[src/rtl/kmpsm_pkg.sv]
// Shared types for the streaming KMP matcher: action codes and controller states.
package kmpsm_pkg;

   typedef enum logic [1:0] {
      ACT_CLEAR   = 2'd0,
      ACT_APPEND  = 2'd1,
      ACT_TEXT    = 2'd2,
      ACT_RESTART = 2'd3
   } action_type;

   typedef enum logic {
      ST_IDLE = 1'b0,
      ST_BUSY = 1'b1
   } state_type;

endpackage

[src/rtl/kmpsm_store.sv]
// Pattern byte memory and failure table memory, one write port and one registered read each.
module kmpsm_store #(
   parameter int PATTERN_MAX = 64
) (
   input  logic                                        clock,
   input  logic                                        wr_en,
   input  logic [(PATTERN_MAX > 1 ? $clog2(PATTERN_MAX) : 1)-1:0] wr_addr,
   input  logic [7:0]                                  wr_symbol,
   input  logic [(PATTERN_MAX > 1 ? $clog2(PATTERN_MAX) : 1)-1:0] wr_fail,
   input  logic [(PATTERN_MAX > 1 ? $clog2(PATTERN_MAX) : 1)-1:0] rd_addr_pat,
   input  logic [(PATTERN_MAX > 1 ? $clog2(PATTERN_MAX) : 1)-1:0] rd_addr_fail,
   output logic [7:0]                                  rd_symbol,
   output logic [(PATTERN_MAX > 1 ? $clog2(PATTERN_MAX) : 1)-1:0] rd_fail
);

   localparam int AW = (PATTERN_MAX > 1) ? $clog2(PATTERN_MAX) : 1;

   logic [7:0]    pat_mem  [PATTERN_MAX];
   logic [AW-1:0] fail_mem [PATTERN_MAX];

   always_ff @(posedge clock) begin
      if (wr_en) begin
         pat_mem[wr_addr]  <= wr_symbol;
         fail_mem[wr_addr] <= wr_fail;
      end
      rd_symbol <= pat_mem[rd_addr_pat];
      rd_fail   <= fail_mem[rd_addr_fail];
   end

endmodule

[src/rtl/kmp_stream_matcher_core.sv]
// Top level of the streaming KMP matcher: controller, search state and result register.
//
//   Channel   Direction  Handshake               Payload
//   req_      in         req_valid / req_ready   req_action[1:0], req_symbol[7:0]
//   rsp_      out        rsp_valid / rsp_ready   rsp_found, rsp_match_start[31:0],
//                                                rsp_overflow, rsp_searching
//
// Every beat is accepted in the idle state, then committed into the result register from the busy state.
// An appended pattern byte or an active text byte also walks the failure chain before its
// commit; each step is one registered read of the store memories.
// Reset clears the control state only; store entries stay undefined until written,
// and only entries below the pattern count are ever used, so no clearing pass runs.
// A stalled result holds the commit, and a new beat is taken only in the idle state.
module kmp_stream_matcher_core #(
   parameter int PATTERN_MAX  = 64,
   parameter int OFFSET_WIDTH = 32
) (
   input  logic        clock,
   input  logic        reset,
   input  logic        req_valid,
   output logic        req_ready,
   input  logic [1:0]  req_action,
   input  logic [7:0]  req_symbol,
   output logic        rsp_valid,
   input  logic        rsp_ready,
   output logic        rsp_found,
   output logic [31:0] rsp_match_start,
   output logic        rsp_overflow,
   output logic        rsp_searching
);

   localparam int AW = (PATTERN_MAX > 1) ? $clog2(PATTERN_MAX) : 1;
   localparam int LW = $clog2(PATTERN_MAX + 1);
   localparam logic [LW-1:0] PAT_MAX = LW'(PATTERN_MAX);

   kmpsm_pkg::state_type  state_ff, state_in;
   kmpsm_pkg::action_type act_ff, act_in;
   logic [7:0]              sym_ff, sym_in;
   logic [LW-1:0]           len_ff, len_in;
   logic [LW-1:0]           count_ff, count_in;
   logic [LW-1:0]           border_ff, border_in;
   logic [LW-1:0]           matched_ff, matched_in;
   logic [OFFSET_WIDTH-1:0] offset_ff, offset_in;
   logic                    found_ff, found_in;

   logic        rsp_valid_ff, rsp_valid_in;
   logic        rsp_found_ff, rsp_found_in;
   logic [31:0] rsp_match_start_ff, rsp_match_start_in;
   logic        rsp_overflow_ff, rsp_overflow_in;
   logic        rsp_searching_ff, rsp_searching_in;

   logic          accept;
   logic          out_free;
   logic          walk;
   logic          hit;
   logic          walk_done;
   logic          step;
   logic          commit;
   logic [LW-1:0] start_len;
   logic [LW-1:0] k_walk;
   logic [AW-1:0] rd_addr;
   logic [7:0]    pat_q;
   logic [AW-1:0] fail_q;
   logic          wr_en;
   logic [AW-1:0] wr_fail;
   logic [LW-1:0] app_k;
   logic [OFFSET_WIDTH-1:0] start_ow;
   logic [63:0]   start_ext;

   kmpsm_store #(
      .PATTERN_MAX(PATTERN_MAX)
   ) u_store (
      .clock        (clock),
      .wr_en        (wr_en),
      .wr_addr      (count_ff[AW-1:0]),
      .wr_symbol    (sym_ff),
      .wr_fail      (wr_fail),
      .rd_addr_pat  (rd_addr),
      .rd_addr_fail (rd_addr - AW'(1)),
      .rd_symbol    (pat_q),
      .rd_fail      (fail_q)
   );

   // Walk status of the item in flight.
   always_comb begin
      out_free  = !rsp_valid_ff || rsp_ready;
      walk      = ((act_ff == kmpsm_pkg::ACT_APPEND) && (count_ff < PAT_MAX) &&
                   (count_ff != '0)) ||
                  ((act_ff == kmpsm_pkg::ACT_TEXT) && (count_ff != '0) && !found_ff);
      hit       = (pat_q == sym_ff);
      walk_done = !walk || hit || (len_ff == '0);
      step      = walk && !walk_done;
      k_walk    = hit ? (len_ff + LW'(1)) : '0;
      start_len = (kmpsm_pkg::action_type'(req_action) == kmpsm_pkg::ACT_TEXT) ?
                  matched_ff : border_ff;
   end

   // Next state.
   always_comb begin
      state_in = state_ff;
      case (state_ff)
         kmpsm_pkg::ST_IDLE: begin
            if (req_valid) state_in = kmpsm_pkg::ST_BUSY;
         end
         kmpsm_pkg::ST_BUSY: begin
            if (walk_done && out_free) state_in = kmpsm_pkg::ST_IDLE;
         end
         default: state_in = kmpsm_pkg::ST_IDLE;
      endcase
   end

   // Controller outputs.
   always_comb begin
      req_ready = 1'b0;
      commit    = 1'b0;
      rd_addr   = len_ff[AW-1:0];
      case (state_ff)
         kmpsm_pkg::ST_IDLE: begin
            req_ready = 1'b1;
            rd_addr   = start_len[AW-1:0];
         end
         kmpsm_pkg::ST_BUSY: begin
            commit = walk_done && out_free;
            // A fallback reads the next chain entry straight from the failure data.
            if (step) rd_addr = fail_q;
         end
         default: begin
            req_ready = 1'b0;
         end
      endcase
   end

   assign accept = req_valid && req_ready;

   // Search state and result updates.
   always_comb begin
      act_in             = act_ff;
      sym_in             = sym_ff;
      len_in             = len_ff;
      count_in           = count_ff;
      border_in          = border_ff;
      matched_in         = matched_ff;
      offset_in          = offset_ff;
      found_in           = found_ff;
      rsp_valid_in       = rsp_valid_ff && !rsp_ready;
      rsp_found_in       = rsp_found_ff;
      rsp_match_start_in = rsp_match_start_ff;
      rsp_overflow_in    = rsp_overflow_ff;
      rsp_searching_in   = rsp_searching_ff;
      wr_en              = 1'b0;
      app_k              = (count_ff == '0) ? '0 : k_walk;
      if (app_k > count_ff) app_k = count_ff;
      wr_fail            = app_k[AW-1:0];
      start_ow           = offset_ff - OFFSET_WIDTH'(count_ff) + OFFSET_WIDTH'(1);
      start_ext          = 64'(start_ow);

      if (accept) begin
         act_in = kmpsm_pkg::action_type'(req_action);
         sym_in = req_symbol;
         len_in = start_len;
      end else if (step) begin
         len_in = LW'(fail_q);
      end

      if (commit) begin
         rsp_valid_in       = 1'b1;
         rsp_found_in       = 1'b0;
         rsp_match_start_in = '0;
         rsp_overflow_in    = 1'b0;
         case (act_ff)
            kmpsm_pkg::ACT_CLEAR: begin
               count_in   = '0;
               border_in  = '0;
               matched_in = '0;
               offset_in  = '0;
               found_in   = 1'b0;
            end
            kmpsm_pkg::ACT_APPEND: begin
               if (count_ff >= PAT_MAX) begin
                  rsp_overflow_in = 1'b1;
               end else begin
                  wr_en     = 1'b1;
                  border_in = app_k;
                  count_in  = count_ff + LW'(1);
               end
            end
            kmpsm_pkg::ACT_TEXT: begin
               if ((count_ff != '0) && !found_ff) begin
                  if (k_walk >= count_ff) begin
                     rsp_found_in       = 1'b1;
                     rsp_match_start_in = start_ext[31:0];
                     found_in           = 1'b1;
                     matched_in         = '0;
                  end else begin
                     matched_in = k_walk;
                  end
                  offset_in = offset_ff + OFFSET_WIDTH'(1);
               end
            end
            default: begin
               matched_in = '0;
               offset_in  = '0;
               found_in   = 1'b0;
            end
         endcase
         rsp_searching_in = (count_in != '0) && !found_in;
      end
   end

   always_ff @(posedge clock) begin
      if (reset) begin
         state_ff     <= kmpsm_pkg::ST_IDLE;
         count_ff     <= '0;
         border_ff    <= '0;
         matched_ff   <= '0;
         offset_ff    <= '0;
         found_ff     <= 1'b0;
         rsp_valid_ff <= 1'b0;
      end else begin
         state_ff     <= state_in;
         count_ff     <= count_in;
         border_ff    <= border_in;
         matched_ff   <= matched_in;
         offset_ff    <= offset_in;
         found_ff     <= found_in;
         rsp_valid_ff <= rsp_valid_in;
      end
   end

   always_ff @(posedge clock) begin
      act_ff             <= act_in;
      sym_ff             <= sym_in;
      len_ff             <= len_in;
      rsp_found_ff       <= rsp_found_in;
      rsp_match_start_ff <= rsp_match_start_in;
      rsp_overflow_ff    <= rsp_overflow_in;
      rsp_searching_ff   <= rsp_searching_in;
   end

   assign rsp_valid       = rsp_valid_ff;
   assign rsp_found       = rsp_found_ff;
   assign rsp_match_start = rsp_match_start_ff;
   assign rsp_overflow    = rsp_overflow_ff;
   assign rsp_searching   = rsp_searching_ff;

endmodule

[config.mk]
export PLATFORM = sky130hd
export DESIGN_NAME = kmp_stream_matcher_core
export DESIGN_NICKNAME = d
export VERILOG_FILES = /design/src/rtl/kmpsm_pkg.sv /design/src/rtl/kmpsm_store.sv /design/src/rtl/kmp_stream_matcher_core.sv
export SDC_FILE = /design/constraint.sdc
export NUM_CORES = 1
export LEC_CHECK = 0
export ABC_AREA = 0
export BUFFER_PORTS_ARGS = -buffer_cell sky130_fd_sc_hd__buf_2
export CAP_MARGIN = 25
export CORE_MARGIN = 8
export CORE_UTILIZATION = 56
export CTS_CLUSTER_DIAMETER = 120
export CTS_CLUSTER_SIZE = 28
export DETAILED_ROUTE_END_ITERATION = 16
export MAX_ROUTING_LAYER = met4
export PLACE_DENSITY = 0.71
export REMOVE_ABC_BUFFERS = 1
export SLEW_MARGIN = 30
export SYNTH_ARGS = -nofsm -noshare
export SYNTH_HDL_FRONTEND = slang
export SYNTH_SLANG_ARGS = --single-unit
export TNS_END_PERCENT = 100
[constraint.sdc]
create_clock -name clock -period 7.9 [get_ports clock]
set_clock_uncertainty 0.1 [all_clocks]
set_input_delay 0.79 -clock clock [delete_from_list [all_inputs] [get_ports clock]]
set_output_delay 0.79 -clock clock [all_outputs]
set_load 0.005 [all_outputs]
== Yosys cells after proc, flatten, opt, wreduce, memory -nomap -nowiden ==
Memory sizes are Yosys's and may differ from the RTL's. A register that Yosys moved wholly into a read port is not among the register bits.
Cells that the tools add are included.
Storage, ports and cells
  register bits after elaboration: 108
  bits of input ports: 14
  memory bits (writable): 896
  memories kept: 2
  output and inout bits: 37
  logic and storage cells: 100
Memories
  u_store.pat_mem: depth 64, bits a word 8, rd ports 1, clocked after Yosys merged registers in 1, write ports 1, line kmpsm_store.sv:18  | logic [7:0] pat_mem [PATTERN_MAX];
  u_store.fail_mem: depth 64, bits a word 6, rd ports 1, clocked after Yosys merged registers in 1, write ports 1, line kmpsm_store.sv:19  | logic [AW-1:0] fail_mem [PATTERN_MAX];
Operators by class
  bitwise operators: 2
  equality and inequality tests: 6
  reduce and logical (&&, ||, !) cells: 31
  multiplexer cells: 35
  $add $sub $neg: 6
  order comparisons: 4
Operators by type and width (count)
  two-way mux 7 bit: 11
  adder 32 x 1 -> 32 bit, second input constant: 2
  one-hot mux 32 bit (2 select lines): 1
  one-hot mux 7 bit (2 select lines): 3
  two-way mux 32 bit: 1
  subtractor 32 x 7 -> 32 bit: 1
  two-way mux 1 bit: 15
  adder 7 x 1 -> 7 bit, second input constant: 2
  logical NOT 7 bit: 2
  nonzero test 7 bit: 2
  one-hot mux 6 bit (2 select lines): 1
  logical AND 1 bit: 10
  AND reduction 3 bit: 3
  == test 8 bit: 1
  >= comparator 7 bit: 1
  >= comparator 7 bit, second input constant: 1
  > comparator 7 bit: 1
  less-than comparator 7 bit, second input constant: 1
  logical NOT 1 bit: 6
  two-way mux 6 bit: 1
  subtractor 6 x 1 -> 6 bit, second input constant: 1
  == test 2 bit, second input constant: 2
  logical OR 1 bit: 4
  one-hot mux 1 bit (2 select lines): 2
  other kinds (7): 9

== Depth between registers and ports, before layout ==
  depth in word-level cells: 12
  mapped depth: 20
  depth with buffers taken out: 17

== Cells and area by module ==
A second synthesis with hierarchy kept.
Second synthesis, totals
  cells, all modules: 2345
  area, all modules: 42095.4 µm²
By module, submodules not included
  kmpsm_store: seq. area each 27186.1 µm², instances 1, area each 34843.4 µm², cells an instance 1553
  kmp_stream_matcher_core: seq. area each 2682.6 µm², instances 1, area each 7252.0 µm², cells an instance 792

== Least setup slack after synthesis ==
No wires, ideal clock.
  path type: flip-flop to flip-flop
  from: reg sym_ff[4]
  to: mem u_store.fail_mem[0][1] (netlist bit), data pin
  arrival time: 5.773 ns
  buffers on the path: 3
  library setup time: 0.712 ns
  setup slack: 1.315 ns
  cell stages (with the launch flop): 16
  cell sequence: edfxtp_1 xor2_1 nor4_1 nand2_1 clkbuf_1 clkbuf_1 nor2_1 nand2_1 ha_1 inv_1 a21o_1 a21oi_1 o21ai_0 o22ai_1 clkbuf_1 o21ai_0
On the way
  longest elaborated chain between the ends: 5
Ends and longest elaborated chain
  start, declared: line kmp_stream_matcher_core.sv:38  | logic [7:0] sym_ff, sym_in;
  start signal, assigned: line kmp_stream_matcher_core.sv:232  | sym_ff <= sym_in;
  == test 8 bit (*): line kmp_stream_matcher_core.sv:90  | hit = (pat_q == sym_ff);
  two-way mux 7 bit (*): line kmp_stream_matcher_core.sv:93  | k_walk = hit ? (len_ff + LW'(1)) : '0;
  two-way mux 7 bit (*): line kmp_stream_matcher_core.sv:151  | app_k = (count_ff == '0) ? '0 : k_walk;
  > comparator 7 bit: line kmp_stream_matcher_core.sv:152  | if (app_k > count_ff) app_k = count_ff;
  two-way mux 7 bit (*): line kmp_stream_matcher_core.sv:152
  net app_k[1]: line kmp_stream_matcher_core.sv:66  | logic [LW-1:0] app_k;
  end, declared: line kmpsm_store.sv:19
The timed path passes the listed nets; every way through them passes the cells marked *.

== Final worst setup path ==
  from: reg act_ff[1]
  to: reg u_store.rd_symbol[7] (read register of u_store.pat_mem)
On the way
  longest elaborated chain between the ends: 11
Ends and longest elaborated chain
  start, declared: line kmp_stream_matcher_core.sv:37  | kmpsm_pkg::action_type act_ff, act_in;
  start signal, assigned: line kmp_stream_matcher_core.sv:231  | act_ff <= act_in;
  == test 2 x 1 -> 1 bit or == test 2 bit (tied branches): line kmp_stream_matcher_core.sv:87, kmp_stream_matcher_core.sv:89
  logical AND 1 bit, on equally long branches (2 in a row): line kmp_stream_matcher_core.sv:87, kmp_stream_matcher_core.sv:89
  logical OR 1 bit (*): line kmp_stream_matcher_core.sv:88  | (count_ff != '0)) ||
  logical NOT 1 bit: line kmp_stream_matcher_core.sv:91  | walk_done = !walk || hit || (len_ff == '0);
  logical OR 1 bit (2 in a row): line kmp_stream_matcher_core.sv:91
  logical NOT 1 bit: line kmp_stream_matcher_core.sv:92  | step = walk && !walk_done;
  logical AND 1 bit (*): line kmp_stream_matcher_core.sv:92
  two-way mux 6 bit (*): line kmp_stream_matcher_core.sv:125  | if (step) rd_addr = fail_q;
  one-hot mux 6 bit (2 select lines) (*): line kmp_stream_matcher_core.sv:117  | case (state_ff)
  end, declared: line kmpsm_store.sv:12  | output logic [7:0] rd_symbol,
Mark *: on every way between the ends. The rest lies on a longest branch, timed or not.
A chain may end at the register's enable or synchronous reset.

==> flow_summary.toml <==
[clocking]
post_cts_buffers = 0
htree_levels = 2
cts_buffers = 42
ctsResizeCount = 0
tritoncts = "done"
clk_latency_ps = 650
path_clk_slew_ps = 120
ctsLongestPathBuffers = 3
cts.sinks = 1018
ctsHoldBuffers = 0
root_buffer = "clkbuf_16"

[synthesis]
yosysTopAreaCell = "edfxtp_1"
yosys_register_bits = 1018
syn_avg_cell_area_sq_um = 13.1
synth-edff-count = 948
synth_top_area_frac = 0.653
yosysWarnings = 0
syn_inst = 3330
seq_area_frac_synth = 0.686
synthFlopType = "edfxtp_1"
synth_area_leaders = "edfxtp_1 (65%), nand2_1 (5.4%), dfxtp_1 (3.2%)"
postSynth.asyncResetShare = 0
synth_cell_types = 75
synth.cell_area_sq_um = 43600

[layout]
multi_input_area_sq_um = 12800
area_growth_pct = 6.79
drive_above_1_share = 0.0845
seq_area_sq_um = 29900
fillerInstances = 5903
nets = 3420
diodes = 0
final_cell_mix = "edfxtp_1 (948), nand2_1 (621), nand3_1 (273)"
utilization = 0.603
final_common_cell = "edfxtp_1"

[power]
p_leak_uw = 0.0158
power_density_nw_per_um2 = 216
peakVddDrop_uv = 236

[critical_path]
crit_arrival_ps = 6440
worstSetupStartpointType = "flop"
critPathLaunch = "act_ff[1]"
crit_type = "flop to flop"
worst-path-max-fanout = 47
crit_required_ps = 8360
critPathCaptureType = "flop"
rr_startpoint = "act_ff[1]"

[timing]
final_max_slew_viol_count = 0
timing.fmax_mhz = 167
slew-limit-headroom = 0.236
finalHoldViolations = 0
fin_crit_ps = 5980
worst_pin_slew_ps = 1140
setup_viol_count_final = 0
rsz0062_at_grt = "no"
tns_ps = 0
fin_crit_sh = 0.757
fin_hold_ws_ps = 230

[floorplan]
ios = 51
floorplan.initialDensity = 0.564
die_h_um = 295
row_count = 102
core_sq_um = 77200
die_w_um = 295
dieArea_sq_um = 87000

[routing]
drt-initial-drc-count = 3498
via_per_inst = 6.42
wirelength_um = 117000
drc_errors = 0
via_count = 28200
wl_per_cell_um = 26.6
ant_nets = 0
drtPass1Iterations = 6

[run_status]
status = "complete, no violations"

[global_routing]
antenna_found_initial = 0
grt-ovfl-total = 0
grt_max_degree = 129
grt_first_pass_wirelength_um = 175000
grt_pass1_vias = 27200
grtUsageTotal = 0.273

[hold_path]
hp-class = "primary input to flop"
worstHoldStart = "req_symbol[0]"

[placement]
gp_congestion = 0.975
place_hpwl_um = 71800
io_buffer_count = 50

[run]
cap_violations = 0
-- power breakdown --
group          switching (uW)  internal (uW)  total, uW  leakage (uW)
logic                    1000            419       1420       0.00571
registers                63.7           5930       5990       0.00953
clock network            1590           1040       2630      0.000572
-- critical path, stage by stage, from the launching register on --
cell and delay (ps):
edfxtp_1 410, inv_1 100, ha_1 280, nor2b_1 560
a21oi_1 160, nor3_4 510, and4b_2 770, or3_4 530
buf_4 540, a211oi_1 190, a311oi_1 350, a31oi_1 130
a211oi_1 830, a211oi_1 210, a21oi_1 170
-- per-layer routing --
metal  GRT usage  up-vias  routed length, um
li1            -    12500                  -
met1       0.368    13900              45900
met2       0.413     1523              53900
met3      0.0481      266              11600
met4       0.111        0               5380
met5           -        -                  0
-- logic make-up (layout without fill, tap and decap cells) --
kind of cell / Yosys count / in the layout / synth area share
AO/OA/AOI/OAI: 474 / 474 / 0.0791
XOR/XNOR: 72 / 72 / 0.0149
adder cells (fa/ha/maj): 83 / 83 / 0.0240
flip-flops: 1018 / 1018 / 0.686
multiplexers: 126 / 126 / 0.0335
buffers and inverters: 271 / 289 / 0.0271
AND/OR/NAND/NOR: 1286 / 1286 / 0.136
-- final timing paths --
check / end / slack [ps] / cells after the start
min reg2reg: border_ff[2] / 410 / 2
max reg2reg: u_store.rd_symbol[7] / 1920 / 14
max: u_store.rd_symbol[7] / 1920 / 14
min: sym_ff[0] / 230 / 1
-- synthesized netlist by cell type (all sizes together), types with 26 or more instances --
cell type / count
a311oi: 102
nand2: 624
o21ai: 38
nor4b: 80
dfxtp: 70
clkbuf: 110
a31oi: 43
ha: 82
edfxtp: 948
mux2i: 108
nor3: 26
xnor2: 48
buf: 105
nor2: 201
inv: 55
a21oi: 85
nand3: 274
a211oi: 111
-- flip-flops by register name (all words and copies together) (netlist names) --
register           flops
act_ff                 2
len_ff                 7
u_store.fail_mem     384
rsp_match_start       32
rsp_searching          1
sym_ff                 8
u_store.rd_fail        6
u_store.rd_symbol      8
rsp_found              1
matched_ff             7
border_ff              7
rsp_overflow           1
found_ff               1
offset_ff             32
rsp_valid              1
u_store.pat_mem      512
count_ff               7
state_ff               1
-- final cells by class --
class                   instances  share of cell area
inverters                      56             0.00452
repair buffers                164              0.0259
clock inverters                 3            0.000619
flip-flops and latches       1018               0.642
well taps                    1040              0.0280
multi-input cells            2041               0.274
clock buffers                  66              0.0250
-- stage by stage --
| stage | power [uW] | setup slack [ps] | area, sq um | instances |
|---|---|---|---|---|
| after floorplan | 7070 | -5640 | 42600 | 3115 |
| after global placement | 7480 | 1950 | 45200 | 4317 |
| after detailed placement | 7500 | 1920 | 45300 | 4318 |
| after CTS | 10000 | 1840 | 46400 | 4387 |
| after global routing | 10300 | 1670 | 46500 | 4388 |
| final | 10000 | 1920 | 46500 | 4388 |
Note: power is estimated with default switching activity, not from simulation.
